## config.mk

```make
export PLATFORM = sky130hd
export DESIGN_NAME = status_led_connection_indicator_top
export DESIGN_NICKNAME = d
export VERILOG_FILES = /design/src/hw/rtl/slci_pkg.sv /design/src/hw/rtl/slci_ctrl.sv /design/src/hw/rtl/slci_dp.sv /design/src/hw/rtl/status_led_connection_indicator_top.sv
export SDC_FILE = /design/constraint.sdc
export NUM_CORES = 1
export LEC_CHECK = 0
export BUFFER_PORTS_ARGS = -buffer_cell sky130_fd_sc_hd__buf_2
export CORE_UTILIZATION = 40
export CTS_BUF_LIST = sky130_fd_sc_hd__clkbuf_4
export CTS_CLUSTER_SIZE = 30
export DETAILED_ROUTE_END_ITERATION = 8
export PLACE_DENSITY_LB_ADDON = 0.1
export SLEW_MARGIN = 20
export SYNTH_ARGS = -nofsm -noshare
export SYNTH_HDL_FRONTEND = slang
export SYNTH_SLANG_ARGS = --single-unit
```

## constraint.sdc

```tcl
create_clock -name clk -period 9.3 [get_ports clk]
set_input_delay 0 -clock clk [delete_from_list [all_inputs] [get_ports clk]]
set_output_delay 0 -clock clk [all_outputs]
set_load 0.02 [all_outputs]
```

## src/hw/rtl/slci_pkg.sv

```systemverilog
package slci_pkg;

	// Default width of the blink and pulse down-counters.
	localparam int TIMER_BITS_DEF = 16;

	localparam int CFG_IDX_W  = 3;
	localparam int CFG_DATA_W = 16;
	localparam int TICK_W     = 16;
	localparam int RETRY_W    = 8;
	localparam int LEVEL_W    = 8;
	localparam int BRIGHT_W   = 7;
	localparam int BRIGHT_N   = 1 << BRIGHT_W;

	// Beat layouts.
	localparam int S_TDATA_W = 8;
	localparam int S_TUSER_W = 4;
	localparam int M_TDATA_W = 32;

	// Reset values of the configuration registers.
	localparam int RST_BRIGHT    = 20;
	localparam int RST_RETRIES   = 5;
	localparam int RST_FAST      = 100;
	localparam int RST_FLASH_ON  = 200;
	localparam int RST_FLASH_OFF = 2800;
	localparam int RST_PULSE     = 150;
	localparam int RST_PIN_HIGH  = 1;

	localparam int FULL_SCALE = 255;
	localparam int PCT_SCALE  = 100;

	typedef enum logic [3:0] {
		OP_TICK     = 4'd0,
		OP_STA      = 4'd1,
		OP_DISC     = 4'd2,
		OP_GOT_IP   = 4'd3,
		OP_AP_START = 4'd4,
		OP_AP_STOP  = 4'd5,
		OP_UI_ON    = 4'd6,
		OP_UI_OFF   = 4'd7,
		OP_JIGGLER  = 4'd8,
		OP_PULSE    = 4'd9
	} opcode_t;

	typedef enum logic [1:0] {
		LINK_DISC       = 2'd0,
		LINK_CONNECTING = 2'd1,
		LINK_CONNECTED  = 2'd2,
		LINK_AP         = 2'd3
	} link_t;

	typedef enum logic [2:0] {
		COL_OFF   = 3'd0,
		COL_RED   = 3'd1,
		COL_GREEN = 3'd2,
		COL_BLUE  = 3'd3,
		COL_WHITE = 3'd4
	} colour_t;

	typedef enum logic [CFG_IDX_W-1:0] {
		REG_BRIGHT    = 3'd0,
		REG_RETRIES   = 3'd1,
		REG_FAST      = 3'd2,
		REG_FLASH_ON  = 3'd3,
		REG_FLASH_OFF = 3'd4,
		REG_PULSE     = 3'd5,
		REG_PIN_HIGH  = 3'd6
	} cfg_reg_t;

	typedef enum logic {
		ST_IDLE = 1'b0,
		ST_EXEC = 1'b1
	} ctrl_state_t;

	typedef struct packed {
		logic capture;
		logic execute;
	} ctrl_cmd_t;

	typedef struct packed {
		logic out_free;
	} dp_sts_t;

	typedef logic [LEVEL_W-1:0] gamma_lut_t [BRIGHT_N];

	// Squared gamma curve, evaluated at elaboration for every brightness code.
	function automatic gamma_lut_t build_gamma();
		gamma_lut_t t;
		int b;
		int lin;
		for (int i = 0; i < BRIGHT_N; i++) begin
			b = (i > PCT_SCALE) ? PCT_SCALE : i;
			lin = b * FULL_SCALE / PCT_SCALE;
			t[i] = LEVEL_W'(lin * lin / FULL_SCALE);
		end
		return t;
	endfunction

	localparam gamma_lut_t GAMMA_LUT = build_gamma();

endpackage

```

## src/hw/rtl/slci_ctrl.sv

```systemverilog
module slci_ctrl
	import slci_pkg::*;
(
	input  logic      clk,
	input  logic      arst_n,
	input  logic      s_tvalid,
	output logic      s_tready,
	input  dp_sts_t   sts,
	output ctrl_cmd_t cmd
);

	ctrl_state_t state_q;
	ctrl_state_t state_d;

	always_ff @(posedge clk or negedge arst_n) begin
		if (!arst_n) begin
			state_q <= ST_IDLE;
		end else begin
			state_q <= state_d;
		end
	end

	always_comb begin
		state_d     = state_q;
		s_tready    = 1'b0;
		cmd.capture = 1'b0;
		cmd.execute = 1'b0;
		case (state_q)
			ST_IDLE: begin
				s_tready = 1'b1;
				if (s_tvalid) begin
					cmd.capture = 1'b1;
					state_d     = ST_EXEC;
				end
			end
			ST_EXEC: begin
				// The result register must be free or draining this cycle.
				if (sts.out_free) begin
					cmd.execute = 1'b1;
					state_d     = ST_IDLE;
				end
			end
			default: state_d = ST_IDLE;
		endcase
	end

`ifndef SYNTH
	a_capture_idle: assert property (@(posedge clk) disable iff (!arst_n)
		cmd.capture |=> state_q == ST_EXEC)
		else $error("capture did not move to execute");
	a_exec_free: assert property (@(posedge clk) disable iff (!arst_n)
		cmd.execute |-> sts.out_free && !s_tready)
		else $error("execute while result register busy");
	a_exec_once: assert property (@(posedge clk) disable iff (!arst_n)
		cmd.execute |=> !cmd.execute)
		else $error("two executes for one beat");
`endif

endmodule

```

## src/hw/rtl/slci_dp.sv

```systemverilog
module slci_dp
	import slci_pkg::*;
#(
	parameter int TIMER_BITS = TIMER_BITS_DEF
) (
	input  logic                   clk,
	input  logic                   arst_n,
	input  logic                   cfg_valid,
	input  logic [CFG_IDX_W-1:0]   cfg_index,
	input  logic [CFG_DATA_W-1:0]  cfg_data,
	input  ctrl_cmd_t              cmd,
	output dp_sts_t                sts,
	input  logic [S_TDATA_W-1:0]   s_tdata,
	input  logic [S_TUSER_W-1:0]   s_tuser,
	output logic                   m_tvalid,
	input  logic                   m_tready,
	output logic [M_TDATA_W-1:0]   m_tdata
);

	localparam int WW = (TIMER_BITS > TICK_W) ? TIMER_BITS : TICK_W;
	localparam logic [TIMER_BITS-1:0] TMAX = {TIMER_BITS{1'b1}};
	localparam logic [TIMER_BITS-1:0] TONE = TIMER_BITS'(1);

	typedef struct packed {
		logic                  lit;
		logic                  bcol;
		colour_t               shown;
		logic [TIMER_BITS-1:0] brem;
		logic                  brun;
	} disp_t;

	// Configuration.
	logic [LEVEL_W-1:0]  level_q;
	logic [RETRY_W-1:0]  max_retries_q;
	logic [TICK_W-1:0]   fast_q;
	logic [TICK_W-1:0]   flash_on_q;
	logic [TICK_W-1:0]   flash_off_q;
	logic [TICK_W-1:0]   pulse_q;
	logic                pin_high_q;

	// Indicator state.
	disp_t                 d_q;
	link_t                 link_q;
	logic [RETRY_W-1:0]    retry_q;
	logic                  web_q;
	logic                  jig_q;
	logic [TIMER_BITS-1:0] prem_q;
	logic                  prun_q;
	logic [1:0]            flags_q;

	// Captured input beat.
	logic [S_TUSER_W-1:0]  op_q;
	logic                  jig_in_q;

	// Output register.
	logic                  out_valid_q;
	logic [M_TDATA_W-1:0]  out_data_q;

	disp_t                 d_n;
	link_t                 link_n;
	logic [RETRY_W-1:0]    retry_n;
	logic                  web_n;
	logic                  jig_n;
	logic [TIMER_BITS-1:0] prem_n;
	logic                  prun_n;
	logic [1:0]            flags_n;
	logic                  req_n;
	logic [TIMER_BITS-1:0] ld_fast;
	logic [TIMER_BITS-1:0] ld_on;
	logic [TIMER_BITS-1:0] ld_off;
	logic [TIMER_BITS-1:0] ld_pulse;
	logic [LEVEL_W-1:0]    red_n;
	logic [LEVEL_W-1:0]    green_n;
	logic [LEVEL_W-1:0]    blue_n;
	logic                  pin_n;

	// Zero loads as one; counts beyond the timer width saturate.
	function automatic logic [TIMER_BITS-1:0] tload(input logic [TICK_W-1:0] v);
		logic [WW-1:0] w;
		w = WW'(v);
		if (v == '0) begin
			return TONE;
		end
		if (w > WW'(TMAX)) begin
			return TMAX;
		end
		return TIMER_BITS'(w);
	endfunction

	function automatic disp_t prio(input disp_t di, input logic web, input link_t lk,
			input logic jg, input logic [TIMER_BITS-1:0] lf,
			input logic [TIMER_BITS-1:0] loff);
		disp_t r;
		r      = di;
		r.brun = 1'b0;
		r.brem = '0;
		if (web) begin
			r.shown = COL_BLUE;
			r.lit   = 1'b1;
		end else begin
			r.lit   = 1'b0;
			r.shown = COL_OFF;
			if (lk != LINK_CONNECTED) begin
				r.bcol = 1'b0;
				r.brem = lf;
				r.brun = 1'b1;
			end else if (jg) begin
				r.bcol = 1'b1;
				r.brem = loff;
				r.brun = 1'b1;
			end
		end
		return r;
	endfunction

	function automatic disp_t blink_exp(input disp_t di, input logic web, input link_t lk,
			input logic jg, input logic [TIMER_BITS-1:0] lf,
			input logic [TIMER_BITS-1:0] lon, input logic [TIMER_BITS-1:0] loff);
		disp_t r;
		r = di;
		if (web) begin
			r.shown = COL_BLUE;
			r.lit   = 1'b1;
		end else begin
			r.lit = !r.lit;
			if (r.lit) begin
				r.shown = r.bcol ? COL_GREEN : COL_RED;
			end else begin
				r.shown = COL_OFF;
			end
			if (jg && lk == LINK_CONNECTED) begin
				r.brem = r.lit ? lon : loff;
				r.brun = 1'b1;
			end else if (lk != LINK_CONNECTED) begin
				r.brem = lf;
				r.brun = 1'b1;
			end
		end
		return r;
	endfunction

	assign ld_fast  = tload(fast_q);
	assign ld_on    = tload(flash_on_q);
	assign ld_off   = tload(flash_off_q);
	assign ld_pulse = tload(pulse_q);

	always_ff @(posedge clk or negedge arst_n) begin
		if (!arst_n) begin
			level_q       <= GAMMA_LUT[RST_BRIGHT];
			max_retries_q <= RETRY_W'(RST_RETRIES);
			fast_q        <= TICK_W'(RST_FAST);
			flash_on_q    <= TICK_W'(RST_FLASH_ON);
			flash_off_q   <= TICK_W'(RST_FLASH_OFF);
			pulse_q       <= TICK_W'(RST_PULSE);
			pin_high_q    <= 1'(RST_PIN_HIGH);
		end else if (cfg_valid) begin
			case (cfg_reg_t'(cfg_index))
				REG_BRIGHT:    level_q       <= GAMMA_LUT[cfg_data[BRIGHT_W-1:0]];
				REG_RETRIES:   max_retries_q <= cfg_data[RETRY_W-1:0];
				REG_FAST:      fast_q        <= cfg_data[TICK_W-1:0];
				REG_FLASH_ON:  flash_on_q    <= cfg_data[TICK_W-1:0];
				REG_FLASH_OFF: flash_off_q   <= cfg_data[TICK_W-1:0];
				REG_PULSE:     pulse_q       <= cfg_data[TICK_W-1:0];
				REG_PIN_HIGH:  pin_high_q    <= cfg_data[0];
				default: ;
			endcase
		end
	end

	always_ff @(posedge clk) begin
		if (cmd.capture) begin
			op_q     <= s_tuser;
			jig_in_q <= s_tdata[0];
		end
	end

	always_comb begin
		d_n     = d_q;
		link_n  = link_q;
		retry_n = retry_q;
		web_n   = web_q;
		jig_n   = jig_q;
		prem_n  = prem_q;
		prun_n  = prun_q;
		flags_n = flags_q;
		req_n   = 1'b0;
		case (opcode_t'(op_q))
			OP_TICK: begin
				// Blink timer first, then the pulse timer.
				if (d_n.brun) begin
					d_n.brem = d_n.brem - TONE;
					if (d_n.brem == '0) begin
						d_n.brun = 1'b0;
						d_n = blink_exp(d_n, web_n, link_n, jig_n, ld_fast, ld_on, ld_off);
					end
				end
				if (prun_n) begin
					prem_n = prem_n - TONE;
					if (prem_n == '0) begin
						prun_n = 1'b0;
						d_n = prio(d_n, web_n, link_n, jig_n, ld_fast, ld_off);
					end
				end
			end
			OP_STA: begin
				req_n  = 1'b1;
				link_n = LINK_CONNECTING;
				d_n    = prio(d_n, web_n, link_n, jig_n, ld_fast, ld_off);
			end
			OP_DISC: begin
				if (retry_q < max_retries_q) begin
					req_n   = 1'b1;
					retry_n = retry_q + RETRY_W'(1);
				end else begin
					flags_n[1] = 1'b1;
					link_n     = LINK_DISC;
					d_n        = prio(d_n, web_n, link_n, jig_n, ld_fast, ld_off);
				end
			end
			OP_GOT_IP: begin
				retry_n    = '0;
				flags_n[0] = 1'b1;
				link_n     = LINK_CONNECTED;
				d_n        = prio(d_n, web_n, link_n, jig_n, ld_fast, ld_off);
			end
			OP_AP_START: begin
				link_n = LINK_AP;
				d_n    = prio(d_n, web_n, link_n, jig_n, ld_fast, ld_off);
			end
			OP_AP_STOP: begin
				link_n = LINK_DISC;
				d_n    = prio(d_n, web_n, link_n, jig_n, ld_fast, ld_off);
			end
			OP_UI_ON: begin
				web_n     = 1'b1;
				d_n.brun  = 1'b0;
				d_n.brem  = '0;
				prun_n    = 1'b0;
				prem_n    = '0;
				d_n.shown = COL_BLUE;
				d_n.lit   = 1'b1;
			end
			OP_UI_OFF: begin
				web_n = 1'b0;
				d_n   = prio(d_n, web_n, link_n, jig_n, ld_fast, ld_off);
			end
			OP_JIGGLER: begin
				jig_n = jig_in_q;
				d_n   = prio(d_n, web_n, link_n, jig_n, ld_fast, ld_off);
			end
			OP_PULSE: begin
				if (!web_q) begin
					d_n.brun  = 1'b0;
					d_n.brem  = '0;
					d_n.shown = COL_WHITE;
					d_n.lit   = 1'b1;
					prem_n    = ld_pulse;
					prun_n    = 1'b1;
				end
			end
			default: ;
		endcase
	end

	always_comb begin
		red_n   = (d_n.shown == COL_RED || d_n.shown == COL_WHITE) ? level_q : '0;
		green_n = (d_n.shown == COL_GREEN || d_n.shown == COL_WHITE) ? level_q : '0;
		blue_n  = (d_n.shown == COL_BLUE || d_n.shown == COL_WHITE) ? level_q : '0;
		pin_n   = ((red_n | green_n | blue_n) != '0) == pin_high_q;
	end

	always_ff @(posedge clk or negedge arst_n) begin
		if (!arst_n) begin
			d_q     <= '{lit: 1'b0, bcol: 1'b0, shown: COL_OFF, brem: '0, brun: 1'b0};
			link_q  <= LINK_DISC;
			retry_q <= '0;
			web_q   <= 1'b0;
			jig_q   <= 1'b0;
			prem_q  <= '0;
			prun_q  <= 1'b0;
			flags_q <= '0;
		end else if (cmd.execute) begin
			d_q     <= d_n;
			link_q  <= link_n;
			retry_q <= retry_n;
			web_q   <= web_n;
			jig_q   <= jig_n;
			prem_q  <= prem_n;
			prun_q  <= prun_n;
			flags_q <= flags_n;
		end
	end

	always_ff @(posedge clk or negedge arst_n) begin
		if (!arst_n) begin
			out_valid_q <= 1'b0;
		end else if (cmd.execute) begin
			out_valid_q <= 1'b1;
		end else if (m_tready) begin
			out_valid_q <= 1'b0;
		end
	end

	always_ff @(posedge clk) begin
		if (cmd.execute) begin
			out_data_q <= {2'b00, flags_n[1], flags_n[0], req_n, link_n, pin_n,
				blue_n, green_n, red_n};
		end
	end

	assign sts.out_free = !out_valid_q || m_tready;
	assign m_tvalid     = out_valid_q;
	assign m_tdata      = out_data_q;

`ifndef SYNTH
	a_blink_nonzero: assert property (@(posedge clk) disable iff (!arst_n)
		d_q.brun |-> d_q.brem != '0)
		else $error("blink timer running at zero");
	a_pulse_nonzero: assert property (@(posedge clk) disable iff (!arst_n)
		prun_q |-> prem_q != '0)
		else $error("pulse timer running at zero");
	a_ui_blue: assert property (@(posedge clk) disable iff (!arst_n)
		web_q |-> d_q.shown == COL_BLUE && !d_q.brun && !prun_q)
		else $error("web UI active without solid blue");
	a_hold_when_stalled: assert property (@(posedge clk) disable iff (!arst_n)
		out_valid_q && !m_tready |=> out_valid_q)
		else $error("result dropped while stalled");
`endif

endmodule

```

## src/hw/rtl/status_led_connection_indicator_top.sv

```systemverilog
// Channel      Handshake               Payload
// s_ (input)   s_tvalid / s_tready     s_tuser: opcode; s_tdata: jiggler_on
// m_ (result)  m_tvalid / m_tready     m_tdata: levels, pin, link state, request, flags
// cfg (write)  cfg_valid / cfg_ready   cfg_index: register; cfg_data: value
//
// Each input beat is captured in the idle state and then, in the execute state,
// updates the link and display state and loads the result register. A new beat is
// taken while the previous result still waits downstream; the update stalls
// only while the result register is full and not being drained.
// Reset is asynchronous and active low and restores configuration, link and
// display state and the result valid flag; configuration writes are always accepted.
module status_led_connection_indicator_top
	import slci_pkg::*;
#(
	parameter int TIMER_BITS = TIMER_BITS_DEF
) (
	input  logic                  clk,
	input  logic                  arst_n,
	// Configuration write channel.
	input  logic                  cfg_valid,
	output logic                  cfg_ready,
	input  logic [CFG_IDX_W-1:0]  cfg_index,
	input  logic [CFG_DATA_W-1:0] cfg_data,
	// Input events and ticks.
	input  logic                  s_tvalid,
	output logic                  s_tready,
	input  logic [S_TDATA_W-1:0]  s_tdata,  // [0] jiggler_on, [7:1] zero
	input  logic [S_TUSER_W-1:0]  s_tuser,  // [3:0] opcode
	// Results, one beat per input beat.
	output logic                  m_tvalid,
	input  logic                  m_tready,
	output logic [M_TDATA_W-1:0]  m_tdata   // [7:0] red_level, [15:8] green_level,
	                                        // [23:16] blue_level, [24] pin_level,
	                                        // [26:25] link_state, [27] connect_request,
	                                        // [28] connected_flag, [29] failed_flag,
	                                        // [31:30] zero
);

	ctrl_cmd_t cmd;
	dp_sts_t   sts;

	// The register file never back-pressures.
	assign cfg_ready = 1'b1;

	// The controller sequences capture and update of each beat.
	slci_ctrl u_ctrl (
		.clk      (clk),
		.arst_n   (arst_n),
		.s_tvalid (s_tvalid),
		.s_tready (s_tready),
		.sts      (sts),
		.cmd      (cmd)
	);

	// The datapath holds configuration, link and display state, and the
	// result register. The brightness level comes from a gamma table when
	// the brightness register is written.
	slci_dp #(
		.TIMER_BITS (TIMER_BITS)
	) u_dp (
		.clk       (clk),
		.arst_n    (arst_n),
		.cfg_valid (cfg_valid),
		.cfg_index (cfg_index),
		.cfg_data  (cfg_data),
		.cmd       (cmd),
		.sts       (sts),
		.s_tdata   (s_tdata),
		.s_tuser   (s_tuser),
		.m_tvalid  (m_tvalid),
		.m_tready  (m_tready),
		.m_tdata   (m_tdata)
	);

endmodule
```

* Word-level counts from Yosys, hierarchy flattened *
Memory sizes are Yosys's and may differ from the RTL's. A register that Yosys moved wholly into a read port is not among the register bits.
Cells that the tools add are included.

storage, ports and cells
  register bits after elaboration = 163
  latch bits = 0
  bits in writable memories = 0
  ROM bits = 1024
  output and inout bits = 35
  logic and storage cells = 200
  memories = 1

memory list
  name              depth  width  rd ports  clocked after memory_dff  wr ports  line            text
  (name not given)  128    8      1         1                         0         slci_dp.sv:158  REG_BRIGHT: level_q <= GAMMA_LUT[cfg_data[BRIGHT_W-1:0]];

operators by class
  add/sub/neg operators = 3
  multipliers = 0
  divide/modulo/power cells = 0
  magnitude comparators = 5
  equal/unequal tests = 29
  shift operators = 0
  muxes and demuxes = 94
  bitwise logic cells = 4
  reductions and logical operators = 41

operators with widths
  kind                                                  count
  two-way mux 16 bit                                    19
  two-way mux 17 bit                                    11
  one-hot mux 20 bit (8 select lines)                   1
  two-way mux 22 bit                                    5
  zero test 16 bit                                      6
  > comparator 16 bit (second input constant)           4
  one-hot mux 16 bit (3 select lines)                   1
  two-way mux 1 bit                                     39
  two-way mux 8 bit                                     4
  subtractor 16 x 1 -> 16 bit (second input constant)   2
  two-way mux 20 bit                                    1
  AND reduction 2 bit                                   9
  equality test 4 x 3 -> 1 bit (second input constant)  4
  bitwise OR 8 bit                                      2
  one-hot mux 8 bit (2 select lines)                    1
  nonzero test 8 bit                                    2
  equality test 3 x 2 -> 1 bit (second input constant)  4
  equality test 3 bit (second input constant)           4
  one-hot mux 1 bit (6 select lines)                    2
  AND reduction 4 bit                                   3
  nonzero test 6 bit                                    2
  inequality test 2 bit (second input constant)         5
  one-hot mux 2 bit (5 select lines)                    1
  adder 8 x 1 -> 8 bit (second input constant)          1
  other kinds (26)                                      43

* Longest topological paths before layout *
  depth after elaboration = 23
  depth in mapped cells = 14
  gate-level depth less buffers = 13

* Modules after synthesis *
Synthesis repeated with hierarchy kept, for this count alone.

unflattened totals
  cell total of the unflattened synthesis = 1171
  area, all modules = 10714.0 µm²

by module, submodules not included
  module                               instances  cells each  area each (µm²)
  slci_dp                              1          1163        10649.0
  slci_ctrl                            1          6           53.8
  status_led_connection_indicator_top  1          2           11.3

* Worst setup path after synthesis *
Ideal clock, no wire load.

  path type = reg2reg
  start = register u_dp.prem_q[0]
  end = register u_dp.out_data_q[24], in the netlist u_dp.m_tdata[24], data pin
  library setup time = 0.264 ns
  arrival = 3.409 ns
  setup slack = 5.627 ns
  stages on the path, launching flop included = 14
  buffers on the path = 0
  period minus slack after synthesis = 3.673 ns
  cell sequence = dfrtp_1 -> inv_1 -> ha_1 -> or4b_4 -> or4_1 -> o311a_2 -> and3_1 -> a41o_1 -> o32a_1 -> o21ai_4 -> mux2_4 -> o211ai_2 -> a211oi_2 -> xor2_1

between the ends
  cells in the longest elaborated chain, start to end = 12
  elaborated cells on any way between the ends = 19
  those cells by class = add/sub (1); eq/ne (5); mux (6); bitwise (2); reduce/logical (5)

ends and longest elaborated chain
  element                                                     line                            text
  start, declared                                             slci_dp.sv:47                   logic [TIMER_BITS-1:0] prem_q;
  start signal, assigned                                      slci_dp.sv:288                  prem_q <= prem_n;
  subtractor 16 x 1 -> 16 bit (*)                             slci_dp.sv:198                  prem_n = prem_n - TONE;
  zero test 16 bit (*)                                        slci_dp.sv:199                  if (prem_n == '0) begin
  two-way mux 22 bit (*)                                      slci_dp.sv:199
  two-way mux 22 bit (*)                                      slci_dp.sv:197                  if (prun_n) begin
  one-hot mux 20 bit (8 select lines) (*)                     slci_dp.sv:187                  case (opcode_t'(op_q))
  equality test 3 x 1 -> 1 bit, or another cell as far along  slci_dp.sv:266                  red_n = (d_n.shown == COL_RED || d_n.shown == COL_WHITE) ? level_q : '0;
  logical OR 1 bit, on equally long branches                  slci_dp.sv:266, slci_dp.sv:267
  two-way mux 8 bit, on equally long branches                 slci_dp.sv:266, slci_dp.sv:267
  bitwise OR 8 bit                                            slci_dp.sv:269                  pin_n = ((red_n | green_n | blue_n) != '0) == pin_high_q;
  bitwise OR 8 bit (*)                                        slci_dp.sv:269
  nonzero test 8 bit (*)                                      slci_dp.sv:269
  equality test 1 bit (*)                                     slci_dp.sv:269
  via u_dp.pin_n                                              slci_dp.sv:75                   logic pin_n;
  end signal, assigned                                        slci_dp.sv:306                  out_data_q <= {2'b00, flags_n[1], flags_n[0], req_n, link_n, pin_n,
  end, declared                                               slci_dp.sv:57                   logic [M_TDATA_W-1:0] out_data_q;

Mark *: on every way through the listed nets, which the timed path passes. The rest lies on a longest branch.
A chain may end at the register's enable or synchronous reset.

* Worst setup path after layout *
  start = register u_dp.prem_q[1]
  end = register u_dp.out_data_q[20], in the netlist u_dp.m_tdata[20], data pin

between the ends
  cells in the longest elaborated chain, start to end = 8
  elaborated cells on any way between the ends = 9
  those cells by class = add/sub (1); eq/ne (2); mux (4); reduce/logical (2)

ends and longest elaborated chain
  element                                                                     line            text
  subtractor 16 x 1 -> 16 bit (*)                                             slci_dp.sv:198
  zero test 16 bit (*)                                                        slci_dp.sv:199
  two-way mux 22 bit (*)                                                      slci_dp.sv:199
  two-way mux 22 bit (*)                                                      slci_dp.sv:197
  one-hot mux 20 bit (8 select lines) (*)                                     slci_dp.sv:187
  equality test 3 x 2 -> 1 bit / equality test 3 bit (equally long branches)  slci_dp.sv:268  blue_n = (d_n.shown == COL_BLUE || d_n.shown == COL_WHITE) ? level_q : '0;
  logical OR 1 bit (*)                                                        slci_dp.sv:268
  two-way mux 8 bit (*)                                                       slci_dp.sv:268
  via u_dp.blue_n[4]                                                          slci_dp.sv:74   logic [LEVEL_W-1:0] blue_n;

Marks and branches as above.

==> out/metrics.cfg <==
[run_status]
outcome = finished clean

[cells_and_area]
nets = 1236
layout_common_cells = o21ai_0 (131), dfrtp_1 (115), nand2_1 (109), nor2_1 (103), a21oi_1 (70)
drive_above_1_share_pct = 18.7
layout_commonest_cell = o21ai_0
syn2layout_area_growth_pct = 11.0

[detailed_routing]
ant_nets = 0
post-route-drc-count = 0
drtIter0Drc = 667
wirelength_um = 29500
post_drt_wl_per_cell_um = 19.4
wl_met3_um = 1390
wl_met2_um = 13500
routed.top_layer = met4
wl_met1_um = 14100
vias = 8829
drt-vias-per-instance = 5.79
drt-pass1-iter-count = 7

[power]
power_frac_seq_pct = 42.8
peakVddDrop_mv = 0.0990
swShare_pct = 44.8
clkPwrFrac_pct = 15.0
p_int_uw = 1650
power.switching_uw = 1340
combPwrFrac_pct = 42.2
p_leak_uw = 0.00458
powerDensity_nw_per_um2 = 261

[timing]
slew_violations = 0
setup_tns_ps = 0
final.setup_skew_ps = 31.0
fmax_ghz = 0.230
relSlewSlack_pct = 35.0
min_period_over_period_pct = 46.8
min_period_ps = 4350
hold_violations = 0
grt_setup_unrepaired = no
fin_ws_ps = 4950
setup_viol = 0
tightest_slew_ps = 969

[flow_run]
cap_violations = 0

[synth]
synth.largest_area_cell = dfrtp_1
yosys_warnings = 0
async_reset_ff_share_pct = 79.5
yosysUniqueCellTypes = 87
synth.avg_cell_area_sq_um = 9.16
ys.flop_type = dfrtp_1
synth_edf_count = 35
synthTopCellsByArea = dfrtp_1 (28%), edfxtp_1 (10%), mux2_2 (7.3%)
synth_top_area_share_pct = 27.9
synth_area_sq_um = 10300
ys_ff_latch = 171
postSynthCellCount = 1126
yosysSeqAreaShare_pct = 43.4

[setup_path]
crit_type = reg2reg
required_ps = 9610
arrival_ps = 4670
critPathCaptureType = register
crit_path_max_fanout = 8
worstSetupStartpointType = register

[floorplanning]
initial_utilization_pct = 40.8
placeableCoreArea_sq_um = 25300
pin_count = 71
dieHeight_um = 163
rows = 58
die-area_sq_um = 26400
dieWidth_um = 163

[clock_network]
numCtsBuffers = 17
clock_sinks = 171
clkTransAtPathRegs_ps = 170
cts_buffer_depth = 2
cts_tree = built
clk_latency_ps = 580
cts_root_buf = clkbuf_4
cts-resized-gates = 0
htreeDepth = 4

[placed_design]
gp_congestion = 0.933
port_buffers = 60
hpwl_um = 20700
dp_slack_ps = 4920

[grt]
grt_start_max_net_pins = 84
track_usage_pct = 22.9
overflow = 0
grt_pass1_vias = 8226
antenna_found_initial = 1
grt_pass1_wl_um = 47100

[worst_hold_path]
min_path_type = in2async

## cells in the mapped netlist (all sizes together) (15+ instances only)
master	count
a21oi	70
edfxtp	35
o22ai	18
nor3	35
o21ai	136
dfstp	21
nand3	22
inv	26
a31oi	15
nor2	103
nor4	21
mux2	68
nand2	109
clkbuf	61
ha	20
dfrtp	115
and2	22
## cell type report
class / count / area [sq um]
Clock buffer: 17 / 128
Antenna cell: 1 / 2.50
Timing Repair Buffer: 104 / 716
Tap cell: 330 / 413
Inverter: 29 / 109
Clock inverter: 15 / 161
Fill cell: 2541 / 13800
Sequential cell: 171 / 4480
Multi-Input combinational cell: 857 / 5430
## power groups by stage
stage | Clock [uW] | Combinational (uW) | Sequential, uW
2_1_floorplan | 0 | 909 | 1240
3_3_place_gp | 0 | 1230 | 1290
3_5_place_dp | 0 | 1250 | 1290
4_1_cts | 464 | 1260 | 1280
5_1_grt | 489 | 1400 | 1310
6_report | 447 | 1260 | 1280
## state kept, by name, summed over array words and instances (netlist names)
register / flops
u_dp.d_q: 22
u_dp.prun_q: 1
u_dp.pulse_q: 16
u_dp.flash_on_q: 16
u_dp.m_tdata: 30
u_dp.pin_high_q: 1
u_dp.flash_off_q: 16
u_dp.retry_q: 8
u_dp.fast_q: 16
u_dp.web_q: 1
u_dp.level_q: 8
u_ctrl.state_q: 1
u_dp.jig_in_q: 1
u_dp.link_q: 2
u_dp.op_q: 4
u_dp.flags_q: 2
u_dp.prem_q: 16
u_dp.jig_q: 1
u_dp.max_retries_q: 8
u_dp.m_tvalid: 1
## cells by family after synthesis
kind of cell | Yosys count | synth area share, %
simple gates | 385 | 18.3
compound gates | 348 | 21.1
flops | 171 | 43.4
buf+inv | 99 | 3.99
mux | 77 | 8.58
xor+xnor | 24 | 2.04
fa+ha+maj | 20 | 2.43
other cells | 2 | 0.0728
## per-layer routing
metal	global-route usage, %	vias up
li1	-	4254
met1	33.5	4297
met2	35.5	246
met3	2.83	32
met4	6.33	0
met5	0	-
## metrics by stage
step / power [uW] / util [%] / hold WS [ps] / area, sq um / instances
final: 2990 / 45.3 / 2.58 / 11400 / 1524
after global routing: 3200 / 45.3 / 65.7 / 11400 / 1524
after CTS: 3000 / 45.3 / 33.1 / 11400 / 1522
after detailed placement: 2540 / 42.9 / 123 / 10800 / 1460
after global placement: 2530 / 42.9 / 123 / 10800 / 1460
after floorplan: 2150 / - / -296 / 10300 / 1127
## what timing repair did
item / CTS / global route
hold buffers: 30 / 0
endpoints found under the setup margin: 0 / 0
buffers inserted: 0 / 0
hold endpoints to repair: 156 / 0
## final timing paths
check / slack [ps] / start / end / cells after the start
worst max-delay path: 4950 / u_dp.prem_q[1] / u_dp.m_tdata[20] / 12
worst min-delay path: 3 / arst_n / u_dp.level_q[2] / 2
worst max register to register: 4950 / u_dp.prem_q[1] / u_dp.m_tdata[20] / 12
worst min register to register: 470 / u_dp.flags_q[1] / u_dp.flags_q[1] / 1
max in group asynchronous: 8030 / arst_n / u_dp.d_q[16] / 3
min in group clk: 120 / s_tuser[3] / u_dp.op_q[3] / 2
## critical path, cell delays in order, from the launching register on
cell	delay (ps)
dfrtp_1	460
inv_1	110
ha_1	300
or4b_4	540
nor4b_1	400
o311a_1	310
and2_1	340
a31oi_1	100
o311a_1	430
nor2_1	210
nor2_1	130
a22oi_1	640
nor2b_1	120
Note: power is estimated with default switching activity, not from simulation.
